### src/rtl/core/crc16_word_frame_receiver_unit_assert.svh
// assertion macros for the top-level rtl file
`ifndef CRC16_WORD_FRAME_RECEIVER_UNIT_ASSERT_SVH
`define CRC16_WORD_FRAME_RECEIVER_UNIT_ASSERT_SVH

`ifndef ASSERT_OFF

// plain property under reset
`define CRCWFR_ASSERT(lbl, clk, rstn, prop, msg) \
  lbl: assert property (@(posedge clk) disable iff (!rstn) (prop)) else $error(msg);

// condition in one cycle forces another in the next
`define CRCWFR_ASSERT_NEXT(lbl, clk, rstn, ante, cons, msg) \
  lbl: assert property (@(posedge clk) disable iff (!rstn) (ante) |=> (cons)) else $error(msg);

`else

`define CRCWFR_ASSERT(lbl, clk, rstn, prop, msg)
`define CRCWFR_ASSERT_NEXT(lbl, clk, rstn, ante, cons, msg)

`endif

`endif

### src/rtl/core/crcwfr_pkg.sv
`default_nettype none

package crcwfr_pkg;

  localparam int MaxPayloadBytes = 128;

  localparam logic [15:0] CrcPoly    = 16'h1021;
  localparam logic [15:0] CrcTop     = 16'h8000;
  localparam logic [15:0] CrcInit    = 16'hFFFF;
  localparam logic [31:0] FrameMagic = 32'h444D4E54;

  typedef enum logic [3:0] {
    PH_HUNT    = 4'b0001,
    PH_HEADER  = 4'b0010,
    PH_CRC     = 4'b0100,
    PH_PAYLOAD = 4'b1000
  } phase_e;

  typedef struct packed {
    logic        payload_valid;
    logic [31:0] payload_word;
    logic [2:0]  payload_bytes;
    logic        frame_done;
    logic        frame_good;
    logic [15:0] frame_type;
    logic [7:0]  frame_length;
    logic        length_rejected;
  } result_t;

  // ccitt update for one byte, msb first
  function automatic logic [15:0] crc_byte(input logic [15:0] crc, input logic [7:0] data);
    logic [15:0] c;
    c = crc ^ {data, 8'h00};
    for (int k = 0; k < 8; k++) begin
      if ((c & CrcTop) != 16'h0000) begin
        c = (c << 1) ^ CrcPoly;
      end else begin
        c = c << 1;
      end
    end
    return c;
  endfunction

endpackage

`default_nettype wire

### src/rtl/core/crcwfr_crc.sv
`default_nettype none

// crc over the first nbytes_i bytes of data_i, byte 0 first
module crcwfr_crc (
  input  wire logic [15:0] crc_i,
  input  wire logic [31:0] data_i,
  input  wire logic [2:0]  nbytes_i,
  output logic [15:0]      crc_o
);
  import crcwfr_pkg::*;

  logic [15:0] c1, c2, c3, c4;

  assign c1 = crc_byte(crc_i, data_i[7:0]);
  assign c2 = crc_byte(c1, data_i[15:8]);
  assign c3 = crc_byte(c2, data_i[23:16]);
  assign c4 = crc_byte(c3, data_i[31:24]);

  always_comb begin
    case (nbytes_i)
      3'd1:    crc_o = c1;
      3'd2:    crc_o = c2;
      3'd3:    crc_o = c3;
      3'd4:    crc_o = c4;
      default: crc_o = crc_i;
    endcase
  end

endmodule

`default_nettype wire

### src/rtl/core/crcwfr_parser.sv
`default_nettype none

module crcwfr_parser #(
  parameter int MAX_PAYLOAD_BYTES = crcwfr_pkg::MaxPayloadBytes
) (
  input  wire logic          clk_i,
  input  wire logic          rst_ni,
  input  wire logic          step_i,
  input  wire logic [31:0]   word_i,
  output crcwfr_pkg::result_t res_o
);
  import crcwfr_pkg::*;

  localparam int LEN_W  = $clog2(MAX_PAYLOAD_BYTES + 1);
  localparam int WORD_W = $clog2((MAX_PAYLOAD_BYTES + 3) / 4 + 1);

  phase_e              phase_q, phase_d;
  logic [15:0]         type_q, type_d;
  logic [LEN_W-1:0]    len_q, len_d;
  logic [15:0]         exp_crc_q, exp_crc_d;
  logic [15:0]         crc_q, crc_d;
  logic [WORD_W-1:0]   words_q, words_d;
  logic [LEN_W-1:0]    bytes_q, bytes_d;

  logic [15:0]         crc_in;
  logic [31:0]         crc_data;
  logic [2:0]          crc_nbytes;
  logic [15:0]         crc_out;
  logic [2:0]          take;
  logic [LEN_W:0]      len_round;
  logic [LEN_W:0]      len_quarter;
  logic [WORD_W-1:0]   words_dec;
  logic [LEN_W+7:0]    len_ext;

  // header feeds type low byte, then length low and high bytes
  always_comb begin
    if (phase_q == PH_HEADER) begin
      crc_in     = CrcInit;
      crc_data   = {8'h00, word_i[15:8], word_i[7:0], word_i[23:16]};
      crc_nbytes = 3'd3;
    end else begin
      crc_in     = crc_q;
      crc_data   = word_i;
      crc_nbytes = take;
    end
  end

  crcwfr_crc u_crc (
    .crc_i    (crc_in),
    .data_i   (crc_data),
    .nbytes_i (crc_nbytes),
    .crc_o    (crc_out)
  );

  assign take        = (bytes_q < LEN_W'(4)) ? {1'b0, bytes_q[1:0]} : 3'd4;
  assign len_round   = {1'b0, len_q} + (LEN_W + 1)'(3);
  assign len_quarter = len_round >> 2;
  assign words_dec   = (words_q != '0) ? words_q - WORD_W'(1) : '0;

  always_comb begin
    phase_d   = phase_q;
    type_d    = type_q;
    len_d     = len_q;
    exp_crc_d = exp_crc_q;
    crc_d     = crc_q;
    words_d   = words_q;
    bytes_d   = bytes_q;
    res_o     = '0;

    case (phase_q)
      PH_HUNT: begin
        if (word_i == FrameMagic) begin
          phase_d = PH_HEADER;
        end
      end
      PH_HEADER: begin
        type_d = word_i[31:16];
        if (word_i[15:0] > 16'(MAX_PAYLOAD_BYTES)) begin
          len_d                 = '0;
          res_o.length_rejected = 1'b1;
          phase_d               = PH_HUNT;
        end else begin
          len_d   = word_i[LEN_W-1:0];
          crc_d   = crc_out;
          phase_d = PH_CRC;
        end
      end
      PH_CRC: begin
        exp_crc_d = word_i[15:0];
        if (len_q == '0) begin
          // header-only frame ends on the crc word
          res_o.frame_done = 1'b1;
          res_o.frame_good = (crc_q == word_i[15:0]);
          phase_d          = PH_HUNT;
        end else begin
          words_d = len_quarter[WORD_W-1:0];
          bytes_d = len_q;
          phase_d = PH_PAYLOAD;
        end
      end
      PH_PAYLOAD: begin
        crc_d               = crc_out;
        bytes_d             = bytes_q - LEN_W'(take);
        words_d             = words_dec;
        res_o.payload_valid = 1'b1;
        res_o.payload_word  = word_i;
        res_o.payload_bytes = take;
        if (words_dec == '0) begin
          res_o.frame_done = 1'b1;
          res_o.frame_good = (crc_out == exp_crc_q);
          bytes_d          = '0;
          phase_d          = PH_HUNT;
        end
      end
      default: begin
        phase_d = PH_HUNT;
      end
    endcase

    res_o.frame_type   = type_d;
    len_ext            = {8'h00, len_d};
    res_o.frame_length = len_ext[7:0];
  end

  always_ff @(posedge clk_i or negedge rst_ni) begin
    if (!rst_ni) begin
      phase_q   <= PH_HUNT;
      type_q    <= '0;
      len_q     <= '0;
      exp_crc_q <= '0;
      crc_q     <= CrcInit;
      words_q   <= '0;
      bytes_q   <= '0;
    end else if (step_i) begin
      phase_q   <= phase_d;
      type_q    <= type_d;
      len_q     <= len_d;
      exp_crc_q <= exp_crc_d;
      crc_q     <= crc_d;
      words_q   <= words_d;
      bytes_q   <= bytes_d;
    end
  end

endmodule

`default_nettype wire

### src/rtl/core/crc16_word_frame_receiver_unit.sv
// Framed link word receiver with CRC16-CCITT check (init 0xFFFF, poly 0x1021). Each input
// beat is one 32-bit link word and yields exactly one output beat, one beat per clock when
// both sides flow: the word is captured in an input register, parsed and run through a
// 32-bit parallel CRC update combinationally, and the result lands in an output register.
// Words are ignored until the magic word 0x444D4E54, then a header word (type high, byte
// length low) and a CRC word follow, then ceil(length/4) payload words. Payload words come
// out flagged in tuser with their valid byte count; tlast marks the word that ends a frame
// and carries the good/bad verdict, so frames marked bad must be dropped downstream.
// Lengths above MAX_PAYLOAD_BYTES raise length_rejected and hunting resumes.
`default_nettype none

`include "crc16_word_frame_receiver_unit_assert.svh"

module crc16_word_frame_receiver_unit #(
  parameter int MAX_PAYLOAD_BYTES = crcwfr_pkg::MaxPayloadBytes
) (
  input  wire logic        clk_i,
  input  wire logic        rst_ni,
  input  wire logic        s_axis_tvalid,
  output logic             s_axis_tready,
  input  wire logic [31:0] s_axis_tdata,  // rx_word[31:0]
  output logic             m_axis_tvalid,
  input  wire logic        m_axis_tready,
  // payload_word[31:0], payload_bytes[34:32], frame_good[35], frame_type[51:36],
  // frame_length[59:52], length_rejected[60], zero[63:61]
  output logic [63:0]      m_axis_tdata,
  output logic             m_axis_tlast,  // frame_done
  output logic             m_axis_tuser   // payload_valid
);
  import crcwfr_pkg::*;

  logic        s1_valid_q, s1_valid_d;
  logic [31:0] s1_word_q;
  logic        out_valid_q, out_valid_d;
  result_t     out_q;
  result_t     res;
  logic        out_en;
  logic        in_beat;
  logic        step;

  assign out_en        = !out_valid_q || m_axis_tready;
  assign s_axis_tready = !s1_valid_q || out_en;
  assign in_beat       = s_axis_tvalid && s_axis_tready;
  assign step          = s1_valid_q && out_en;

  crcwfr_parser #(
    .MAX_PAYLOAD_BYTES (MAX_PAYLOAD_BYTES)
  ) u_parser (
    .clk_i  (clk_i),
    .rst_ni (rst_ni),
    .step_i (step),
    .word_i (s1_word_q),
    .res_o  (res)
  );

  always_comb begin
    s1_valid_d = s1_valid_q;
    if (in_beat) begin
      s1_valid_d = 1'b1;
    end else if (out_en) begin
      s1_valid_d = 1'b0;
    end
    out_valid_d = out_en ? s1_valid_q : out_valid_q;
  end

  always_ff @(posedge clk_i or negedge rst_ni) begin
    if (!rst_ni) begin
      s1_valid_q  <= 1'b0;
      out_valid_q <= 1'b0;
    end else begin
      s1_valid_q  <= s1_valid_d;
      out_valid_q <= out_valid_d;
    end
  end

  always_ff @(posedge clk_i) begin
    if (in_beat) begin
      s1_word_q <= s_axis_tdata;
    end
    if (step) begin
      out_q <= res;
    end
  end

  assign m_axis_tvalid = out_valid_q;
  assign m_axis_tdata  = {3'b000, out_q.length_rejected, out_q.frame_length, out_q.frame_type,
                          out_q.frame_good, out_q.payload_bytes, out_q.payload_word};
  assign m_axis_tlast  = out_q.frame_done;
  assign m_axis_tuser  = out_q.payload_valid;

  `CRCWFR_ASSERT(a_bytes_only_payload, clk_i, rst_ni,
    (m_axis_tvalid && out_q.payload_bytes != 3'd0) |-> out_q.payload_valid,
    "byte count on a non-payload beat")
  `CRCWFR_ASSERT(a_good_needs_done, clk_i, rst_ni,
    (m_axis_tvalid && out_q.frame_good) |-> out_q.frame_done,
    "crc verdict without frame end")
  `CRCWFR_ASSERT(a_reject_alone, clk_i, rst_ni,
    (m_axis_tvalid && out_q.length_rejected) |-> (!out_q.payload_valid && !out_q.frame_done),
    "rejected header mixed with frame data")
  `CRCWFR_ASSERT_NEXT(a_stage_holds, clk_i, rst_ni,
    s1_valid_q && !out_en, s1_valid_q && $stable(s1_word_q),
    "input stage lost a stalled word")

endmodule

`default_nettype wire
### config.mk
export PLATFORM = sky130hd
export DESIGN_NAME = crc16_word_frame_receiver_unit
export DESIGN_NICKNAME = d
export VERILOG_FILES = /design/src/rtl/core/crcwfr_pkg.sv /design/src/rtl/core/crcwfr_crc.sv /design/src/rtl/core/crcwfr_parser.sv /design/src/rtl/core/crc16_word_frame_receiver_unit.sv
export VERILOG_INCLUDE_DIRS = /design/src /design/src/rtl/core
export SDC_FILE = /design/constraint.sdc
export NUM_CORES = 1
export LEC_CHECK = 0
export BUFFER_PORTS_ARGS = -buffer_cell sky130_fd_sc_hd__buf_2
export CAP_MARGIN = 15
export CORE_MARGIN = 1
export CORE_UTILIZATION = 40
export DETAILED_ROUTE_END_ITERATION = 6
export HOLD_SLACK_MARGIN = 0.02
export SLEW_MARGIN = 20
export SYNTH_ARGS = -nofsm -noshare
export SYNTH_HDL_FRONTEND = slang
export SYNTH_SLANG_ARGS = --single-unit
### constraint.sdc
create_clock -name clk_i -period 3.8 [get_ports clk_i]
set_input_delay 0.19 -clock clk_i [delete_from_list [all_inputs] [get_ports clk_i]]
set_output_delay 0.19 -clock clk_i [all_outputs]
set_load 0.05 [all_outputs]
Word-level counts from Yosys, hierarchy flattened
Cells that the tools add are included.
Widths: inputs -> output; s select.
{"block": "op_classes", "n_addsub": 3, "magnitude_cmp": 2, "n_eq_ne": 15, "muxes": 60, "bitwise": 36, "n_reduce_logical": 16}
{"cell": "$mux 13", "count": 32}
{"cell": "$not 3->3", "count": 32}
{"cell": "$pmux 16 s4", "count": 1}
{"cell": "$xor 16x16->16", "count": 4}
{"cell": "$mux 16", "count": 3}
{"cell": "$mux 36", "count": 1}
{"cell": "$eq 16x16->1", "count": 2}
{"cell": "$eq 32x31->1 const B", "count": 1}
{"cell": "$mux 32", "count": 1}
{"cell": "$mux 8", "count": 4}
{"cell": "$pmux 16 s2", "count": 1}
{"cell": "$gt 16x8->1 const B", "count": 1}
{"cell": "$pmux 4 s4", "count": 1}
{"cell": "$pmux 8 s2", "count": 1}
{"cell": "$mux 4", "count": 3}
{"cell": "$mux 6", "count": 2}
{"cell": "$pmux 6 s2", "count": 1}
{"cell": "$mux 3", "count": 3}
{"cell": "$reduce_and 3->1", "count": 3}
{"cell": "$add 8x2->8 const B", "count": 1}
{"cell": "$logic_not 8->1", "count": 1}
{"cell": "$lt 8x3->1 const B", "count": 1}
{"cell": "$sub 8x3->8", "count": 1}
{"cell": "$eq 3x2->1 const B", "count": 2}
{"cell": "19 further kinds", "count": 29}
{"block": "totals", "ff_bits": 171, "out_inout_bits": 68}

Logic depth before layout (Yosys ltp)
Gate-level depths: netlist of run 1.
{"block": "depth", "depth_word": 74, "depth_mapped": 15, "depth_no_buf": 13}

Hierarchy
A second synthesis of run 1 with hierarchy kept.
{"block": "unflattened", "cells_unflattened": 935, "area_unflattened_um2": 10069.7}
{"mod": "crcwfr_parser", "n_inst": 1, "cells_each": 568, "area_each_um2": 4934.7}
{"mod": "crc16_word_frame_receiver_unit", "n_inst": 1, "cells_each": 107, "area_each_um2": 2982.9}
{"mod": "crcwfr_crc", "n_inst": 1, "cells_each": 260, "area_each_um2": 2152.1}

Worst setup path after synthesis of run 1
No wires, ideal clock.
{"block": "synth_timing", "path_kind": "register to register", "startpoint": "register u_parser.crc_q[14]", "endpoint": "register out_q, in the netlist m_axis_tdata[35], data pin", "setup_time_ns": 0.169, "arrival_ns": 4.017, "required_time_ns": 3.631, "path_slack_ns": -0.387, "stages_incl_launch_ff": 15, "path_buffers": 1, "synth_period_minus_slack_ns": 4.187, "path_cell_list": "dfstp_2 clkbuf_2 xor3_2 xnor3_1 a21oi_1 xnor2_1 xor2_1 xnor3_1 xnor3_1 a222oi_1 nor2_1 xor2_1 a211oi_1 nand4_1 o31ai_1"}
{"element": "start, declared", "line_no": "crcwfr_parser.sv:21", "text": "logic [15:0] crc_q, crc_d;"}
{"element": "start signal, assigned", "line_no": "crcwfr_parser.sv:131", "text": "crc_q <= CrcInit;"}
{"element": "start signal, assigned", "line_no": "crcwfr_parser.sv:139", "text": "crc_q <= crc_d;"}
{"element": "end signal, assigned", "line_no": "crc16_word_frame_receiver_unit.sv:81", "text": "out_q <= res;"}
{"element": "end, declared", "line_no": "crc16_word_frame_receiver_unit.sv:35", "text": "result_t out_q;"}

==> results.ini, run 1 <==
[outcome]
status = complete, but fails checks
violations = negative setup slack

[sta]
min_period_ns = 4.15
final.setup.tns_ns = -0.348
max-slew-margin-rel = 0.336
hold_violations = 0
rsz0062_at_grt = true
setup_viol = 1
clock.fmax_mhz = 241
clock_skew_ns = 0.0115
period_share = 1.09
tightestPinTransition_ns = 0.990
drv_slew = 0
layout_setup_ws_ns = -0.348

[setup_path]
crit_type = reg -> reg
rr_worst_depth = 17
required_ns = 4.06
start_kind = register
rrSetupSlack_ns = -0.35
cp_max_fo = 4
end_kind = register
r2r-end = m_axis_tdata[35]$_DFFE_PP_
r2r-start = u_parser.crc_q[8]$_DFFE_PN1P_
cp.arrival_ns = 4.41

[synth]
yosys-top-cells-area = edfxtp_1, dfrtp_1, xnor2_1, xnor3_1, nand2_1
synthesis.area_sq_mm = 0.0102
synth_cells = 960
synth_top_area_share = 0.278
yosysWarningCount = 0
yosys.area.top_type = edfxtp_1
ys_async_sr_fraction = 0.444
synth_edf_count = 95
avgSynthCellArea_sq_um = 10.7
ys_types = 75
ys_seq_elements = 171
ys.flop_type = edfxtp_1
seq_area_frac_synth = 0.466

[grt]
grt_use_total = 0.253
grt_use_met2 = 0.407
grt_overflow_total = 0
grt_pass1_vias = 8193
antenna_found_initial = 0
met3_usage = 0.0416
grt_pass1_wl_mm = 48.5
grt_max_degree = 77
top_usage_layer = met2
met1_usage = 0.340

[final_layout]
drive_gt1_frac = 0.336
n_antenna_cell = 0
final_area_sq_mm = 0.0136
synthToLayoutAreaGrowth_pct = 32.4
num-nets-final = 1293
instances_no_fill = 1596

[detailed_routing]
vias = 8368
drc_errors = 0
drtIter0Drc = 743
totalWireLength_mm = 32.2
viasPerCell = 5.24
detail-route-antenna-nets = 0
dr.pass1.iters = 5
avgRoutedWirePerCell_um = 20.2

[clocking]
clk_latency_ns = 0.44
clockBufferDepth = 2
cts_inserted_buffers = 17
clkSinkCount = 171
cts_tree = built
path_clk_slew_ns = 0.07
cts_max_level = 4
root_buffer = clkbuf_16

[pwr]
p_leak_nw = 5.98
power_frac_comb = 0.584
p_sw_mw = 3.68
power_frac_seq = 0.242
clkPwrFrac = 0.174
ir_drop_mv = 0.383
power_density_mw_per_mm2 = 707
swShare = 0.383
internal-power_mw = 5.92

[floorplanning]
num_rows = 58
die-area_sq_mm = 0.0263
coreArea_sq_mm = 0.0252
die_h_um = 162
ios = 104
initial_core_util = 0.407
die_x_um = 162

[placed_design]
post-place-ws_ns = -0.503
dp_hpwl_mm = 23.8
dp_cells = 1517
port_buffers = 100
gp_congestion = 0.962
place_area_sq_mm = 0.0124

[run]
drv_cap = 0

[min_path]
holdCritPathClass = in -> async

[power groups by stage]
stage / sequential, mW / clock, mW / combinational, mW
floorplan: 2.64 / 0 / 2.86
global placement: 2.35 / 0 / 5.21
detailed placement: 2.36 / 0 / 5.19
CTS: 2.32 / 1.70 / 5.46
global route: 2.34 / 1.78 / 5.98
finish: 2.32 / 1.67 / 5.61
[Yosys cell counts (4+ instances only)]
library cell and n:
a21oi_1 37, a22oi_1 4, a31oi_1 19, and2_1 31, and3_1 6, buf_2 11
clkbuf_1 47, dfrtp_1 59, dfstp_2 17, edfxtp_1 95, ha_1 4, inv_1 10
mux2_2 16, mux2i_1 9, nand2_1 144, nand2b_1 6, nand3_1 10, nand4_1 7
nor2_1 83, nor2b_1 5, nor3_1 14, nor4_1 8, o21ai_0 49, o22ai_1 10
xnor2_1 89, xnor2_2 6, xnor2_4 4, xnor3_1 28, xor2_1 44, xor3_1 4
[flip-flops by register name (all words and copies together), names as in the netlist]
signal              flops
m_axis_tvalid           1
s1_word_q              32
m_axis_tuser            1
u_parser.exp_crc_q     16
m_axis_tdata           61
m_axis_tlast            1
u_parser.phase_q        4
u_parser.words_q        6
u_parser.len_q          8
u_parser.type_q        16
u_parser.crc_q         16
u_parser.bytes_q        8
s1_valid_q              1
[routing by layer]
metal | share of wire | routed length, um
met1 | 0.44 | 14300
met2 | 0.47 | 15000
met3 | 0.050 | 1600
met4 | 0.038 | 1240
met5 | 0 | 0
[critical path, stage by stage, from the launching register on]
cell     delay, ns
dfstp_2       0.53
buf_4         0.15
xnor2_2       0.14
xor2_1        0.22
xnor3_1       0.47
mux2i_1       0.18
xnor2_1       0.13
buf_4         0.16
xnor3_1       0.32
buf_4         0.18
xor2_4        0.17
mux2i_4       0.32
o22ai_2       0.10
xnor2_1       0.15
nor4_1        0.29
buf_4         0.16
nand4_1       0.08
o31ai_1       0.21
[placed cells by master, fill, tap and decap left out, types with 31 or more instances in the layout]
master / n
dfrtp_1: 59
and2_1: 31
xor2_1: 38
dlygate4sd3_1: 35
o21ai_0: 47
buf_4: 197
nand2_1: 144
xnor2_1: 84
edfxtp_1: 95
buf_2: 99
a21oi_1: 33
nor2_1: 83
[how the worst max path moves through the flow]
stage	startpoint	endpoint	slack (ns)	cells past startpoint
2_1_floorplan	u_parser.crc_q[8]$_DFFE_PN1P_	m_axis_tdata[35]$_DFFE_PP_	-0.33	12
3_3_place_gp	u_parser.crc_q[15]$_DFFE_PN1P_	m_axis_tdata[35]$_DFFE_PP_	-0.53	15
3_5_place_dp	u_parser.crc_q[15]$_DFFE_PN1P_	m_axis_tdata[35]$_DFFE_PP_	-0.50	15
4_1_cts	s1_word_q[7]$_DFFE_PP_	m_axis_tdata[35]$_DFFE_PP_	-0.32	15
5_1_grt	u_parser.crc_q[8]$_DFFE_PN1P_	m_axis_tdata[35]$_DFFE_PP_	-0.50	17
6_report	u_parser.crc_q[8]$_DFFE_PN1P_	m_axis_tdata[35]$_DFFE_PP_	-0.35	17
[layout make-up]
| class | instances | area, sq um |
|---|---|---|
| Sequential cell | 171 | 4780 |
| Timing Repair Buffer | 338 | 2440 |
| Inverter | 12 | 47.5 |
| Clock inverter | 12 | 114 |
| Tap cell | 330 | 413 |
| Clock buffer | 20 | 437 |
| Multi-Input combinational cell | 713 | 5340 |
| Fill cell | 2221 | 11600 |
[what timing repair did]
action | CTS | global route
pin swaps | 23 | 13
hold endpoints to repair | 93 | 0
resized for setup | 27 | 14
endpoints found under the setup margin | 1 | 1
hold buffers | 35 | 0
setup buffers | 10 | 2
[through the flow]
stage / hold slack [ns] / utilization / power [mW]
after floorplan: -0.106 / - / 5.50
after global placement: 0.366 / 0.491 / 7.56
after detailed placement: 0.368 / 0.491 / 7.54
after CTS: 0.440 / 0.535 / 9.48
after global routing: 0.456 / 0.539 / 10.1
final: 0.360 / 0.539 / 9.60
[cell families (layout without fill, tap and decap cells)]
kind of cell | count (synthesis) | count (layout) | share of synthesized area
other | 2 | 5 | 0.000733
xor gates and xnor gates | 181 | 181 | 0.218
and+or+nand+nor | 332 | 332 | 0.149
adders and majority gates | 4 | 4 | 0.00489
buffers and inverters | 79 | 382 | 0.0324
AOI/OAI and AO/OA | 166 | 166 | 0.103
muxes | 25 | 25 | 0.0264
DFF | 171 | 171 | 0.466
Power figures use the tool's default switching activity.
==> run 2: changes to the inputs <==
Settings changed: CORE_MARGIN 1 to 4.
==> results.ini, run 2 (synthesis gave the netlist of run 1 again) <==
[min_path]
holdCritPathClass = in -> reg
holdPathStages = 3
min_delay_worst_endpoint = m_axis_tvalid$_DFFE_PN0P_
min_from = m_axis_tready

[sta]
min_period_ns = 4.18
tightestPinTransition_ns = 0.952
hold_violations = 0
clock_skew_ns = 0.0153
hold_ws_ns = 0.0421
final.setup.tns_ns = -0.376
layout_setup_ws_ns = -0.376
rsz0062_at_grt = true
clock.fmax_mhz = 239
setup_viol = 1
drv_slew = 0
max-slew-margin-rel = 0.366
period_share = 1.10

[setup_path]
cp.arrival_ns = 4.43
r2r-end = m_axis_tdata[35]$_DFFE_PP_
crit_type = reg -> reg
rr_worst_depth = 14
end_kind = register
start_kind = register
r2r-start = u_parser.crc_q[15]$_DFFE_PN1P_
required_ns = 4.06
rrSetupSlack_ns = -0.38
cp_max_fo = 4

[clocking]
cts_max_level = 4
path_clk_slew_ns = 0.07
clk_latency_ns = 0.44
clockBufferDepth = 2
cts_tree = built
cts_inserted_buffers = 17
clkSinkCount = 171
root_buffer = clkbuf_16

[placed_design]
post-place-ws_ns = -0.616
dp_hpwl_mm = 23.8
port_buffers = 100
dp_cells = 1503
gp_congestion = 1.04
place_area_sq_mm = 0.0123

[run]
drv_cap = 0

[pwr]
p_leak_nw = 5.89
ir_drop_mv = 0.524
power_density_mw_per_mm2 = 714

[final_layout]
final_cell_mix = buf_4, nand2_1, buf_2
synthToLayoutAreaGrowth_pct = 30.5
largest_register_ffs = 61
multiInputGateArea_sq_mm = 0.00532
nFillCells = 2212
final_area_sq_mm = 0.0134
drive_gt1_frac = 0.324
regArea_sq_mm = 0.00478
layout_commonest_cell = buf_4
n_antenna_cell = 0
num-nets-final = 1269
instances_no_fill = 1572

[outcome]
status = complete, but fails checks
violations = negative setup slack

[detailed_routing]
drtIter0Drc = 737
avgRoutedWirePerCell_um = 20.6
drc_errors = 0
vias = 8235
totalWireLength_mm = 32.4
detail-route-antenna-nets = 0
viasPerCell = 5.24
dr.pass1.iters = 7

[floorplanning]
num_rows = 58
ios = 104
die-area_sq_mm = 0.0282
initial_core_util = 0.407
die_h_um = 168
die_x_um = 168
coreArea_sq_mm = 0.0252

[grt]
grt_overflow_total = 0
antenna_found_initial = 0
grt_pass1_wl_mm = 48.7
grt_use_total = 0.228
grt_max_degree = 105
grt_pass1_vias = 7941

==> run 2: cell count changes in the layout (fill, tap and decap cells not counted), moves of 2 or more <==
cell	previous run	this run
clkinv_4	4	6
buf_4	197	176
clkinvlp_4	3	0
clkbuf_1	3	1
==> run 2: where the power goes <==
group          switching, mW  internal, mW
Clock                  0.807         0.940
Combinational           2.76          2.72
Sequential             0.102          2.22
Total                   3.67          5.88
==> run 2: worst max-delay path, stage by stage (launching register included) <==
cell	delay, ns
dfstp_2	0.58
xnor2_4	0.15
xnor3_2	0.53
xor2_1	0.19
o21ai_2	0.23
xnor2_2	0.17
xnor3_2	0.45
xnor3_1	0.41
buf_4	0.17
xor2_2	0.18
nor3_1	0.09
nor4_2	0.34
buf_4	0.17
nand4_1	0.09
o31ai_1	0.23
==> run 2: stage by stage <==
| step | power [mW] | util |
|---|---|---|
| floorplan | 5.50 | - |
| global placement | 7.53 | 0.487 |
| detailed placement | 7.49 | 0.487 |
| CTS | 9.45 | 0.527 |
| global route | 10.0 | 0.531 |
| finish | 9.55 | 0.531 |
==> run 2: per-layer routing <==
layer / vias up / track usage / share of wire
met4: 0 / 0.0745 / 0.031
li1: 3891 / - / -
met1: 4009 / 0.319 / 0.45
met2: 286 / 0.365 / 0.47
met3: 49 / 0.0350 / 0.056
met5: - / 0 / 0
==> run 2: cell type report <==
cell class,count,area share
Sequential cell,171,0.357
Clock buffer,19,0.0331
Inverter,12,0.00356
Timing Repair Buffer,314,0.167
Tap cell,330,0.0309
Clock inverter,13,0.0104
Multi-Input combinational cell,713,0.398
==> run 2: worst max-delay path by stage <==
stage,depth (start not counted),startpoint,slack [ns],endpoint
after floorplan,12,u_parser.crc_q[8]$_DFFE_PN1P_,-0.33,m_axis_tdata[35]$_DFFE_PP_
after global placement,16,u_parser.crc_q[8]$_DFFE_PN1P_,-0.57,m_axis_tdata[35]$_DFFE_PP_
after detailed placement,16,u_parser.crc_q[8]$_DFFE_PN1P_,-0.62,m_axis_tdata[35]$_DFFE_PP_
after CTS,15,u_parser.crc_q[8]$_DFFE_PN1P_,-0.38,m_axis_tdata[35]$_DFFE_PP_
after global routing,13,u_parser.crc_q[15]$_DFFE_PN1P_,-0.51,m_axis_tdata[35]$_DFFE_PP_
final,14,u_parser.crc_q[15]$_DFFE_PN1P_,-0.38,m_axis_tdata[35]$_DFFE_PP_
==> run 2: what timing repair did <==
item	in CTS	in global routing
hold buffers	34	0
endpoints found under the hold margin	92	0
pin swaps	2	4
endpoints found under the setup margin	2	3
resized for setup	15	18
setup buffers	2	1
==> run 3: changes to the inputs <==
Clock period 3.8 ns to 4.69 ns, I/O delays scaled along.
==> results.ini, run 3 (synthesis gave the netlist of run 1 again) <==
[pwr]
power_frac_comb = 0.525
p_leak_nw = 5.31
power_frac_seq = 0.272
clkPwrFrac = 0.203
ir_drop_mv = 0.415
power_density_mw_per_mm2 = 565
p_sw_mw = 2.78
total_power_mw = 7.00
swShare = 0.397
internal-power_mw = 4.22

[setup_path]
r2r-start = u_parser.crc_q[15]$_DFFE_PN1P_
required_ns = 4.94
crit_type = reg -> reg
end_kind = register
path_depth = 13
rrSetupSlack_ns = 0.23
cp.arrival_ns = 4.71
endpoint = m_axis_tdata[35]$_DFFE_PP_
critPathTopFamily = XOR/XNOR gates
startpoint = u_parser.crc_q[15]$_DFFE_PN1P_
critPathBufInv = 0
start_kind = register
cp_cell_sequence = xnor2_4 > xnor3_2 > xor2_1 > o21ai_2 > xnor2_1 > xnor3_1 > xnor2_1 > a222oi_1 > nor2_1 > xor2_1 > nor4_1 > nand4_1 > o31ai_1
critPathMaxStageDelay_ns = 0.61
cp_max_fo = 4
rr_worst_depth = 13
r2r-end = m_axis_tdata[35]$_DFFE_PP_
worst_path_max_delay_cell = dfstp_2

[placed_design]
gp_congestion = 0.978
dp_cells = 1385
dp_hpwl_mm = 22.3
port_buffers = 100

[clocking]
root_buffer = clkbuf_16
cts_max_level = 4
clkSinkCount = 171
clk_latency_ns = 0.43
cts_tree = built
path_clk_slew_ns = 0.07
clockBufferDepth = 2
cts_inserted_buffers = 17

[final_layout]
synthToLayoutAreaGrowth_pct = 21.1
layout_commonest_cell = nand2_1
final_cell_mix = nand2_1, buf_2, edfxtp_1
regArea_sq_mm = 0.00478
instances_no_fill = 1458
largest_register_ffs = 61
num-nets-final = 1155
multiInputGateArea_sq_mm = 0.00523
nFillCells = 2288
fin_util = 0.492
drive_gt1_frac = 0.240
n_antenna_cell = 0

[grt]
grt_overflow_total = 0
grt_pass1_vias = 7815
antenna_found_initial = 0
grt_use_total = 0.219
grt_pass1_wl_mm = 47.5
grt_max_degree = 77

[floorplanning]
die_h_um = 168
coreArea_sq_mm = 0.0252
num_rows = 58
die-area_sq_mm = 0.0282
die_x_um = 168
initial_core_util = 0.407
ios = 104

[sta]
setup_viol = 0
drv_slew = 0
min_period_ns = 4.46
period_share = 0.952
tightestPinTransition_ns = 0.975
max-slew-margin-rel = 0.350
hold_violations = 0
clock_skew_ns = 0.0121
clock.fmax_mhz = 224

[detailed_routing]
vias = 7910
totalWireLength_mm = 30.9
drtIter0Drc = 823
dr.pass1.iters = 5
drc_errors = 0
detail-route-antenna-nets = 0
viasPerCell = 5.43
avgRoutedWirePerCell_um = 21.2

[run]
drv_cap = 0

[outcome]
status = finished clean

[min_path]
holdCritPathClass = in -> reg

==> run 3: cell count changes in the layout (fill, tap and decap cells not counted), moves of 2 or more <==
cell | before | now
xor2_2 | 7 | 3
a21oi_2 | 5 | 1
xor2_1 | 39 | 42
a21oi_1 | 33 | 37
clkinv_4 | 6 | 4
xnor3_2 | 7 | 4
mux2i_1 | 7 | 9
o21ai_0 | 47 | 49
xnor3_1 | 22 | 25
buf_4 | 176 | 65
buf_12 | 3 | 1
==> run 3: cell type report <==
type                            count  share of cell area
Clock buffer                       19              0.0357
Timing Repair Buffer              200               0.109
Sequential cell                   171               0.385
Inverter                           12             0.00383
Tap cell                          330              0.0333
Clock inverter                     13              0.0111
Multi-Input combinational cell    713               0.422
==> run 3: power by group through the flow <==
stage	clock (mW)	sequential (mW)	combinational (mW)
after floorplan	0	2.14	2.33
after global placement	0	1.93	3.56
after detailed placement	0	1.93	3.54
after CTS	1.44	1.91	3.59
after global routing	1.52	1.93	3.93
final	1.42	1.90	3.68
==> run 3: per-layer routing <==
metal	vias up	share of wire	wire, um	GRT usage
met2	301	0.47	14600	0.351
met5	-	0	0	0
met3	46	0.056	1740	0.0298
met1	3901	0.45	13900	0.312
li1	3662	-	-	-
met4	0	0.022	671	0.0653
==> run 3: worst min path at each step <==
stage | from | to | slack (ns) | depth (start not counted)
4_1_cts | rst_ni | m_axis_tvalid$_DFFE_PN0P_ | 0.04 | 1
5_1_grt | m_axis_tready | m_axis_tvalid$_DFFE_PN0P_ | 0.13 | 3
3_3_place_gp | s_axis_tdata[8] | s1_word_q[8]$_DFFE_PP_ | 0.41 | 1
3_5_place_dp | s_axis_tdata[6] | s1_word_q[6]$_DFFE_PP_ | 0.41 | 1
2_1_floorplan | rst_ni | m_axis_tvalid$_DFFE_PN0P_ | -0.06 | 0
6_report | m_axis_tready | m_axis_tvalid$_DFFE_PN0P_ | 0.09 | 3
==> run 3: stage by stage <==
| stage | setup slack (ns) | hold slack (ns) | cell area, sq um | setup TNS (ns) |
|---|---|---|---|---|
| after floorplan | 0.503 | -0.0611 | 10300 | 0 |
| after global placement | 0.00286 | 0.411 | 11400 | 0 |
| after detailed placement | 0.0227 | 0.413 | 11400 | 0 |
| after CTS | 0.118 | 0.0351 | 12300 | 0 |
| after global routing | -0.0173 | 0.126 | 12400 | -0.0173 |
| final | 0.227 | 0.0873 | 12400 | 0 |
==> run 3: repair_timing <==
action / CTS / global route
gates cloned: 0 / 0
endpoints found under the hold margin: 33 / 59
pin swaps: 0 / 3
buffers inserted: 0 / 7
hold buffers: 33 / 1
resized for setup: 1 / 11
setup endpoints to repair: 1 / 1
==> run 3: tightest hold or removal path, cell delays in order <==
cell and delay, ns:
buf_2 0.08, nand2b_1 0.11, nand2b_1 0.05
